<file path="src/hw/rtl/arfs_pkg.sv">
// Shared constants, types and helper functions of the rotorcraft flight step block.
`timescale 1ns / 1ps
package arfs_pkg;

  // Fixed-point format of every angle, velocity and position.
  localparam int FRAC_BITS = 16;
  localparam int ATAN_ENTRIES = 24;

  // Configuration register indexes.
  localparam logic [1:0] CFG_TICK = 2'd0;
  localparam logic [1:0] CFG_ATT  = 2'd1;
  localparam logic [1:0] CFG_VEL  = 2'd2;

  localparam logic [15:0] TICK_RESET = 16'd1092;
  localparam logic [16:0] ATT_RESET  = 17'd6896;
  localparam logic [16:0] VEL_RESET  = 17'd2675;
  localparam logic [16:0] SMOOTH_ONE = 17'd65536;

  // Scaling constants rounded to FRAC_BITS fraction bits.
  localparam logic signed [17:0] YAW_RATE_Q  = 18'sd78643;
  localparam logic signed [17:0] PITCH_MAX_Q = 18'sd22938;
  localparam logic signed [17:0] ROLL_MAX_Q  = 18'sd29491;
  localparam logic signed [21:0] SPEED_MAX_Q = 22'sd1638400;
  localparam logic signed [56:0] PI_Q        = 57'sd205887;
  localparam logic signed [56:0] TWO_PI_Q    = 57'sd411775;
  localparam logic signed [16:0] HOVER_Q     = 17'sd32768;

  // CORDIC constants in Q30.
  localparam logic signed [33:0] CORDIC_GAIN_Q30 = 34'sd652032874;
  localparam logic signed [33:0] HALF_PI_Q30     = 34'sd1686629713;
  localparam logic signed [33:0] PI_Q30          = 34'sd3373259426;

  typedef logic signed [33:0] cword_t;

  // Status of the CORDIC unit.
  typedef struct packed {
    logic busy;
    logic done;
  } cordic_stat_t;

  // Arctangent of 2^-i in Q30.
  function automatic cword_t atan_q30(input logic [4:0] i);
    cword_t r;
    case (i)
      5'd0:  r = 34'sd843314857;
      5'd1:  r = 34'sd497837829;
      5'd2:  r = 34'sd263043837;
      5'd3:  r = 34'sd133525159;
      5'd4:  r = 34'sd67021687;
      5'd5:  r = 34'sd33543516;
      5'd6:  r = 34'sd16775851;
      5'd7:  r = 34'sd8388437;
      5'd8:  r = 34'sd4194283;
      5'd9:  r = 34'sd2097149;
      5'd10: r = 34'sd1048576;
      5'd11: r = 34'sd524288;
      5'd12: r = 34'sd262144;
      5'd13: r = 34'sd131072;
      5'd14: r = 34'sd65536;
      5'd15: r = 34'sd32768;
      5'd16: r = 34'sd16384;
      5'd17: r = 34'sd8192;
      5'd18: r = 34'sd4096;
      5'd19: r = 34'sd2048;
      5'd20: r = 34'sd1024;
      5'd21: r = 34'sd512;
      5'd22: r = 34'sd256;
      5'd23: r = 34'sd128;
      default: r = '0;
    endcase
    return r;
  endfunction

  // Saturate a wide value to the velocity limit.
  function automatic logic signed [21:0] clamp_speed(input logic signed [56:0] v);
    logic signed [21:0] r;
    if (v > 57'(SPEED_MAX_Q)) begin
      r = SPEED_MAX_Q;
    end else if (v < -57'(SPEED_MAX_Q)) begin
      r = -SPEED_MAX_Q;
    end else begin
      r = v[21:0];
    end
    return r;
  endfunction

  // Saturate a wide value to the signed 32-bit range.
  function automatic logic signed [31:0] clamp_i32(input logic signed [56:0] v);
    logic signed [31:0] r;
    if (v > 57'sd2147483647) begin
      r = 32'sh7FFFFFFF;
    end else if (v < -57'sd2147483648) begin
      r = 32'sh80000000;
    end else begin
      r = v[31:0];
    end
    return r;
  endfunction

endpackage

</file>
<file path="src/hw/rtl/arfs_cordic.sv">
// Iterative CORDIC unit producing sine and cosine of the heading, one rotation per cycle.
`timescale 1ns / 1ps
module arfs_cordic
  import arfs_pkg::*;
#(
  parameter int STEPS = 16
) (
  input  logic                clk,
  input  logic                rst,
  input  logic                start,
  input  logic signed [18:0]  angle,
  output cordic_stat_t        stat,
  output cword_t              sin_q30,
  output cword_t              cos_q30
);

  localparam int CW = $clog2(STEPS + 1);

  cword_t x;
  cword_t y;
  cword_t z;
  cword_t z_init;
  cword_t atan_i;
  logic [CW-1:0] step;
  logic flip;

  // The heading is moved to Q30 and folded into plus or minus half pi.
  assign z_init = {angle[18], angle, 14'b0};
  assign atan_i = atan_q30(5'(step));

  always_ff @(posedge clk) begin
    if (rst) begin
      stat <= '0;
      step <= '0;
    end else begin
      if (start) begin
        x         <= CORDIC_GAIN_Q30;
        y         <= '0;
        step      <= '0;
        stat.busy <= 1'b1;
        stat.done <= 1'b0;
        if (z_init > HALF_PI_Q30) begin
          z    <= z_init - PI_Q30;
          flip <= 1'b1;
        end else if (z_init < -HALF_PI_Q30) begin
          z    <= z_init + PI_Q30;
          flip <= 1'b1;
        end else begin
          z    <= z_init;
          flip <= 1'b0;
        end
      end else if (stat.busy) begin
        if (step == CW'(STEPS)) begin
          stat.busy <= 1'b0;
          stat.done <= 1'b1;
          sin_q30   <= flip ? -y : y;
          cos_q30   <= flip ? -x : x;
        end else begin
          // One micro-rotation towards zero residual angle.
          stat.done <= 1'b0;
          if (z >= 0) begin
            x <= x - (y >>> step);
            y <= y + (x >>> step);
            z <= z - atan_i;
          end else begin
            x <= x + (y >>> step);
            y <= y - (x >>> step);
            z <= z + atan_i;
          end
          step <= step + 1'b1;
        end
      end else begin
        stat.done <= 1'b0;
      end
    end
  end

endmodule

</file>
<file path="config.mk">
export PLATFORM = sky130hd
export DESIGN_NAME = arfs_cordic
export DESIGN_NICKNAME = d
export VERILOG_FILES = /design/src/hw/rtl/arfs_pkg.sv /design/src/hw/rtl/arfs_cordic.sv
export SDC_FILE = /design/constraint.sdc
export NUM_CORES = 1
export LEC_CHECK = 0
export BUFFER_PORTS_ARGS = -buffer_cell sky130_fd_sc_hd__buf_2
export CAP_MARGIN = 15
export CORE_ASPECT_RATIO = 0.9
export CORE_MARGIN = 10
export CORE_UTILIZATION = 64
export DETAILED_ROUTE_END_ITERATION = 7
export PLACE_DENSITY = 0.87
export SLEW_MARGIN = 20
export SYNTH_ARGS = -nofsm -noshare
export SYNTH_HDL_FRONTEND = slang
export SYNTH_SLANG_ARGS = --single-unit
export TNS_END_PERCENT = 5
</file>
<file path="constraint.sdc">
create_clock -name clk -period 10.5 [get_ports clk]
set_input_delay 2.1 -clock clk [delete_from_list [all_inputs] [get_ports clk]]
set_output_delay 2.1 -clock clk [all_outputs]
set_load 0.1 [all_outputs]
</file>
; After elaboration in Yosys (flattened, before gate mapping)
; Memories as Yosys holds them, arrays and structs flattened. A register that Yosys moved wholly into a read port is not among the register bits.
; Cells that the tools add are included.
[word_totals]
ff_bits = 178
romBits = 960
input_bits = 22
out_inout_bits = 70
elab_cells = 61
n_memories = 1
[classes]
add_sub_neg = 11
n_lt_le_gt_ge = 3
eq_ne = 2
shifts = 2
muxes = 22
n_bitwise = 4
reduce_logical = 7
[memory_table]
columns = memory, depth, width, rd, rd_ports_with_merged_regs, wr, line_no
row1 = (name not given), 32, 30, 1, 1, 0, arfs_pkg.sv:44  ; case (i)
[op_table]
columns = op, count
row1 = $mux 34, 14
row2 = $add 34x34->34, 3
row3 = $sub 34x34->34, 3
row4 = $neg 34->34, 2
row5 = $sshr 34x5->34, 2
row6 = $add 33x33->34 const B, 1
row7 = $ge 34x1->1 const B, 1
row8 = $sub 33x33->34 const B, 1
row9 = $gt 33x32->1 const B, 1
row10 = $lt 33x32->1 const B, 1
row11 = $mux 5, 2
row12 = $add 5x1->5 const B, 1
row13 = $eq 5x5->1 const B, 1
row14 = $mux 1, 5
row15 = $not 1->1, 4
row16 = $reduce_and 2->1, 2
row17 = $reduce_and 4->1, 1
row18 = $reduce_and 3->1, 1
row19 = $reduce_or 3->1, 1
row20 = $mux 2, 1
row21 = $ne 2x2->1 const B, 1
row22 = $reduce_bool 2->1, 1
row23 = $reduce_or 2->1, 1

; Longest topological paths before layout
; Gate-level depths: netlist of run 1.
[depth]
word_depth = 5
ltp_mapped = 26
ltp_nobuf = 21

; Least setup slack after synthesis of run 1
; Ideal clock, no wire load.
[synth_timing]
path_kind = input to register
start = input start
end = register x[0], enable pin
setup_ps = 597
t_arrival_ps = 7426
required_time_ps = 9903
slack_ps = 2476
path_stages = 4
path_buffers = 2
path_cell_list = inv_1 clkbuf_1 clkbuf_1 a21oi_1
[synth_via]
elab_chain_cells = 2
elab_cells_between_ends = 3
cone_classes = eq/ne: 1 / reduce/logical: 2
[synth_lines]
columns = item, line_no
row1 = from (decl), arfs_cordic.sv:10  ; input logic start,
row2 = $ne 2x2->1 (no line) or $reduce_bool 2->1 (tied branches), --
row3 = $reduce_and 3->1 (no line) *, --
row4 = to (signal assigned), arfs_cordic.sv:62  ; x <= x - (y >>> step);
row5 = to (signal assigned), arfs_cordic.sv:66  ; x <= x + (y >>> step);
row6 = to (decl), arfs_cordic.sv:19  ; cword_t x;
; Every way passes the cells marked *; elsewhere a longest branch is shown, timed or not.
; A chain may end at the register's enable or synchronous reset.

; Final worst setup path of run 1
[layout_timing]
start = register step[1]
end = register y[29], data pin
[layout_via]
elab_chain_cells = 5
elab_cells_between_ends = 6
cone_classes = add/sub: 2 / shift: 1 / mux: 3
[layout_lines]
columns = item, line_no
row1 = from (decl), arfs_cordic.sv:24  ; logic [CW-1:0] step;
row2 = from (signal assigned), arfs_cordic.sv:70  ; step <= step + 1'b1;
row3 = $sshr 34x5->34 *, "arfs_cordic.sv:63, arfs_cordic.sv:67"
row4 = $sub 34x34->34 or $add 34x34->34 (tied branches), "arfs_cordic.sv:67, arfs_cordic.sv:63"
row5 = $mux 34 *, arfs_cordic.sv:61  ; if (z >= 0) begin
row6 = $mux 34 *, arfs_cordic.sv:53  ; if (step == CW'(STEPS)) begin
row7 = $mux 34 *, arfs_cordic.sv:52  ; end else if (stat.busy) begin
row8 = to (signal assigned), arfs_cordic.sv:63  ; y <= y + (x >>> step);
row9 = to (signal assigned), arfs_cordic.sv:67  ; y <= y - (x >>> step);
row10 = to (decl), arfs_cordic.sv:20  ; cword_t y;
; Every way passes the cells marked *; elsewhere a longest branch is shown, timed or not. The select of a mux whose other input is x is not followed.

==> impl_metrics.json, run 1 <==
{
  "ys_ff_latch": 208,
  "place_congestion": 1.09,
  "yosysWarnings": 0,
  "grt_use_total": 0.316,
  "routed_wl_mm": 67.5,
  "synth_xor_area_frac": 0.101,
  "power_density_nw_per_um2": 220,
  "maxCapViolCount": 0,
  "rsz0062_at_grt": "false",
  "num_io_pins": 92,
  "final_cell_mix": "nand2_1 (217), nor2_1 (181), edfxtp_1 (171)",
  "vias": 19859,
  "comb_power_share": 0.543,
  "worst_pin_slew_ns": 1.25,
  "ys_seq_area_frac": 0.275,
  "postCtsSetupRepairBufs": 0,
  "pwr-share-clk": 0.165,
  "outcome": "completed",
  "cts_buffer_depth": 3,
  "yosys_most_used_dff": "edfxtp_1",
  "dp_hpwl_mm": 48.9,
  "async_reset_ff_frac": 0,
  "avgSynthCellArea_um2": 8.99,
  "ir_worst_vdd_mv": 0.131,
  "cpPeakStageDelay_ns": 0.87,
  "cts_root_buf": "clkbuf_16",
  "clock_latency_ns": 0.55,
  "synth_edf_count": 171,
  "p_sw_mw": 2.20,
  "fin_crit_sh": 0.724,
  "final_common_cell": "nand2_1",
  "fin_crit_ns": 7.61,
  "p_sw_frac": 0.444,
  "cts_made_buffers": 23,
  "fin_nets": 2489,
  "io_buffers": 91,
  "antenna_found_initial": 0,
  "fmax_mhz": 131,
  "syn_nets": 2513,
  "power.internal_mw": 2.77,
  "dieHeight_um": 193,
  "syn_inst": 2372,
  "leakagePower_nw": 8.56,
  "synth_compound_area_frac": 0.215,
  "slew_headroom": 0.166,
  "ctsResizeCount": 0,
  "cp-end-kind": "flip-flop",
  "cp.required_ns": 10.79,
  "total_power_mw": 4.97,
  "cts.clk_slew.worst_paths_ns": 0.06,
  "cts_hold_buf": 0,
  "finalSetupViolCount": 0,
  "crit_arrival_ns": 7.90,
  "sequentialPowerShare": 0.292,
  "grt_pass1_vias": 19003,
  "finalMaxSlewViolations": 0,
  "drt-wirelength-per-cell_um": 24.2,
  "synth_adder_area_share": 0.0708,
  "grt_max_degree": 69,
  "dr.pass1.iters": 6,
  "dr.first_iter.drc_count": 2300,
  "syn_area_um2": 21300,
  "htreeDepth": 1,
  "skew_ns": 0.0300,
  "timing.critical_path.cells": "buf_4 > buf_4 > mux4_2 > mux2i_1 > o221ai_1 > a2111oi_1 > nand3_1 > nor2_1 > a21oi_1 > xor2_1 > ha_1 > and2_1 > nand2_1 > a2111oi_0 > o21ai_0 > o21ai_0 > a21o_1 > a21oi_1 > o21ai_0 > mux2_2",
  "path_common_cell": "o21ai_0",
  "clock-sinks": 208,
  "critPathKind": "flip-flop to flip-flop",
  "hold_path_class": "flip-flop to flip-flop",
  "grt_pass1_wl_mm": 105,
  "muxShareOfSynthArea": 0.126,
  "drive_gt1_frac": 0.137,
  "ant_nets": 0,
  "timing.setup.tns_ns": 0,
  "crit_family": "compound AO/OA/AOI/OAI gates",
  "crit_fanout": 55,
  "start_kind": "flip-flop",
  "synth_top_family_by_area": "compound AO/OA/AOI/OAI gates",
  "start_util": 0.648,
  "die-area_um2": 41100,
  "grt-ovfl-total": 0,
  "chipWidth_um": 212,
  "slowest_stage": "dfxtp_4",
  "avgViaCountPerCell": 7.13,
  "crit_buf_inv": 2,
  "synthSimpleGateAreaFrac": 0.166,
  "drc": 0,
  "rows": 63,
  "syn_to_final_growth_pct": 5.75,
  "finalHoldViolCount": 0,
  "insertedDiodeCount": 0,
  "ys_types": 96,
  "cts_tree": "built",
  "coreArea_um2": 32900
}
-- state kept, by name, summed over array words and instances (netlist names) --
signal   cells
flip         1
sin_q30     34
step         5
x           34
z           34
stat         2
atan_i      30
y           34
cos_q30     34
-- worst paths after layout --
path | start | to | slack [ns] | depth (start not counted)
worst max-delay path | step[1]$_SDFFE_PP0P_ | y[29]$_SDFFCE_PP0P_ | 2.89 | 20
worst min-delay path | x[0]$_SDFFCE_PP0P_ | cos_q30[0]$_DFFE_PP_ | 0.59 | 0
worst max register to register | step[1]$_SDFFE_PP0P_ | y[29]$_SDFFCE_PP0P_ | 2.89 | 20
worst min register to register | x[0]$_SDFFCE_PP0P_ | cos_q30[0]$_DFFE_PP_ | 0.59 | 0
-- power groups by stage --
stage	logic (mW)	registers, mW	clock network, mW
after detailed placement	2.61	1.43	0
after floorplan	2.20	1.18	0
after global routing	2.97	1.44	0.859
after global placement	2.54	1.42	0
after CTS	2.64	1.41	0.829
final	2.70	1.45	0.821
-- cells by family after synthesis --
| kind of cell | Yosys count |
|---|---|
| xor gates and xnor gates | 242 |
| AOI/OAI and AO/OA | 685 |
| muxes | 171 |
| buffers and inverters | 226 |
| and+or+nand+nor | 721 |
| DFF | 208 |
| adders and majority gates | 119 |
-- stage by stage --
step                std cells   util  worst slack, ns  hold WS, ns  instance area (um2)
floorplan                2372      -             2.48        0.460                21300
global placement         2745  0.662             3.51        0.548                21800
detailed placement       2745  0.662             3.06        0.553                21800
CTS                      2787  0.685             3.01        0.575                22600
global route             2787  0.685             2.36        0.592                22600
finish                   2787  0.685             2.89        0.589                22600
-- per-layer routing --
| metal | routed length, um | GRT usage |
|---|---|---|
| met1 | 25800 | 0.401 |
| met2 | 30400 | 0.506 |
| met3 | 7970 | 0.0748 |
| met4 | 3320 | 0.127 |
| met5 | 0 | 0 |
-- synthesized netlist by cell type, types with 23 or more instances --
library cell | n | area share
xor2_1 | 88 | 0.036
o31ai_1 | 52 | 0.018
clkbuf_1 | 110 | 0.019
mux2_2 | 34 | 0.018
o21ai_0 | 160 | 0.038
a31oi_1 | 30 | 0.0088
nand2_1 | 217 | 0.038
nand2b_1 | 32 | 0.0094
ha_1 | 116 | 0.068
or3_1 | 31 | 0.0091
nor2_1 | 183 | 0.032
edfxtp_1 | 171 | 0.24
nand3_1 | 56 | 0.013
nor3_1 | 40 | 0.0094
inv_1 | 56 | 0.0099
dfxtp_1 | 37 | 0.035
o211ai_1 | 23 | 0.0081
a21oi_1 | 134 | 0.031
a21o_1 | 64 | 0.023
mux4_2 | 75 | 0.079
xnor2_1 | 152 | 0.062
or2_2 | 24 | 0.0070
mux2i_1 | 62 | 0.029
-- cell type report --
type | count | area [um2]
timing repair buffer | 116 | 646
multi-input combinational | 1938 | 14500
sequential | 208 | 5890
clock buffer | 32 | 651
inverter | 61 | 229
clock inverter | 10 | 101
fill | 2607 | 10400
tap | 422 | 528
Note: power is estimated with default switching activity, not from simulation.
==> run 2, diff against run 1 <==
CORE_UTILIZATION = 58   (was 64)
PLACE_DENSITY = 0.84   (was 0.87)
clock period = 6.16 ns   (was 10.5 ns; I/O delays follow)
==> impl_metrics.json, run 2 (same netlist as run 1, synthesis figures left out) <==
{
  "outcome": "completed",
  "critPathKind": "flip-flop to flip-flop",
  "coreArea_um2": 36300,
  "cp-end-kind": "flip-flop",
  "path_common_cell": "a21o_1",
  "cts_made_buffers": 24,
  "crit_fanout": 20,
  "fin_crit_sh": 0.964,
  "dr.pass1.iters": 6,
  "final_util": 0.666,
  "htreeDepth": 1,
  "slew_headroom": 0.325,
  "ant_nets": 0,
  "maxCapViolCount": 0,
  "antenna_found_initial": 1,
  "start_kind": "flip-flop",
  "dieHeight_um": 202,
  "total_power_mw": 9.00,
  "drive_gt1_frac": 0.203,
  "cts_root_buf": "clkbuf_16",
  "power_density_nw_per_um2": 373,
  "final_area_um2": 24100,
  "crit_arrival_ns": 6.24,
  "fin_crit_ns": 5.94,
  "crit_family": "compound AO/OA/AOI/OAI gates",
  "slowest_stage": "a221oi_1",
  "skew_ns": 0.0108,
  "grt_use_total": 0.314,
  "start_util": 0.589,
  "finalHoldViolCount": 0,
  "grt_pass1_vias": 20345,
  "fin_nets": 2676,
  "num_io_pins": 92,
  "p_sw_frac": 0.439,
  "die-area_um2": 44900,
  "sequentialPowerShare": 0.244,
  "worst_pin_slew_ns": 1.00,
  "clock-sinks": 208,
  "fmax_mhz": 168,
  "final_common_cell": "nand2_1",
  "avgViaCountPerCell": 6.85,
  "io_buffers": 91,
  "grt_pass1_wl_mm": 114,
  "cts_tree": "built",
  "dr.first_iter.drc_count": 2843,
  "chipWidth_um": 222,
  "clock_latency_ns": 0.55,
  "cts.clk_slew.worst_paths_ns": 0.06,
  "timing.critical_path.cells": "buf_12 > buf_4 > inv_2 > buf_4 > mux2i_1 > a221oi_1 > and3b_1 > and4_1 > nand2_1 > nand2_1 > xnor2_1 > ha_1 > a21o_1 > a21o_1 > a21o_1 > a21oi_1 > o21bai_1 > a2111o_1 > a311o_1 > a31oi_1 > mux2_2",
  "insertedDiodeCount": 0,
  "cts_buffer_depth": 3,
  "place_congestion": 1.06,
  "rows": 66,
  "syn_to_final_growth_pct": 13.1,
  "cp.required_ns": 6.46,
  "power.internal_mw": 5.04,
  "routed_wl_mm": 73.9,
  "dp_hpwl_mm": 55.8,
  "leakagePower_nw": 9.48,
  "pwr-share-clk": 0.151,
  "p_sw_mw": 3.95,
  "place_area_um2": 23200,
  "ir_worst_vdd_mv": 0.198,
  "finalSetupViolCount": 0,
  "timing.setup.tns_ns": 0,
  "crit_buf_inv": 4,
  "grt_max_degree": 69,
  "finalMaxSlewViolations": 0,
  "drt-wirelength-per-cell_um": 24.4,
  "final_cell_mix": "nand2_1 (217), buf_4 (204), nor2_1 (182)",
  "cpPeakStageDelay_ns": 0.88,
  "hold_path_class": "flip-flop to flip-flop",
  "vias": 20724,
  "drc": 0,
  "grt-ovfl-total": 0,
  "comb_power_share": 0.604
}
-- run 2: cell type report --
cell class | instances | area [um2]
multi-input cells | 1938 | 14600
well taps | 476 | 596
clock buffers | 35 | 673
flip-flops and latches | 208 | 5890
inverters | 61 | 229
fillers | 2912 | 12100
repair buffers | 302 | 2140
clock inverters | 7 | 43.8
-- run 2: worst paths after layout --
check	startpoint	endpoint	slack (ns)	depth (start not counted)
worst min register to register	x[0]$_SDFFCE_PP0P_	cos_q30[0]$_DFFE_PP_	0.51	0
worst max register to register	step[0]$_SDFFE_PP0P_	y[30]$_SDFFCE_PP0P_	0.22	21
worst max-delay path	step[0]$_SDFFE_PP0P_	y[30]$_SDFFCE_PP0P_	0.22	21
worst min-delay path	x[0]$_SDFFCE_PP0P_	cos_q30[0]$_DFFE_PP_	0.51	0
-- run 2: power by group through the flow --
stage / Sequential [mW] / Combinational [mW] / Clock, mW
floorplan: 2.01 / 3.75 / 0
global placement: 2.19 / 5.09 / 0
detailed placement: 2.20 / 5.24 / 0
CTS: 2.17 / 5.29 / 1.37
global route: 2.20 / 5.89 / 1.42
finish: 2.20 / 5.44 / 1.36
-- run 2: repair_timing --
item | 4_1_cts | 5_1_grt
hold buffers | 0 | 0
endpoints found under the setup margin | 6 | 21
pin swaps | 0 | 0
buffers inserted | 0 | 14
resized for setup | 2 | 11
-- run 2: layer usage --
metal | global-route usage | part of all wire | vias to the layer above
met5 | 0 | 0 | -
met4 | 0.149 | 0.049 | 0
met3 | 0.0628 | 0.10 | 257
met2 | 0.512 | 0.46 | 1241
met1 | 0.394 | 0.39 | 9913
li1 | - | - | 9313
-- run 2: through the flow --
stage	setup WS [ns]	hold WS [ns]	instances
3_3_place_gp	-0.136	0.527	2970
2_1_floorplan	0.323	0.460	2372
3_5_place_dp	-0.201	0.499	2970
6_report	0.219	0.513	3027
5_1_grt	-0.0233	0.541	3027
4_1_cts	0.0573	0.505	3012
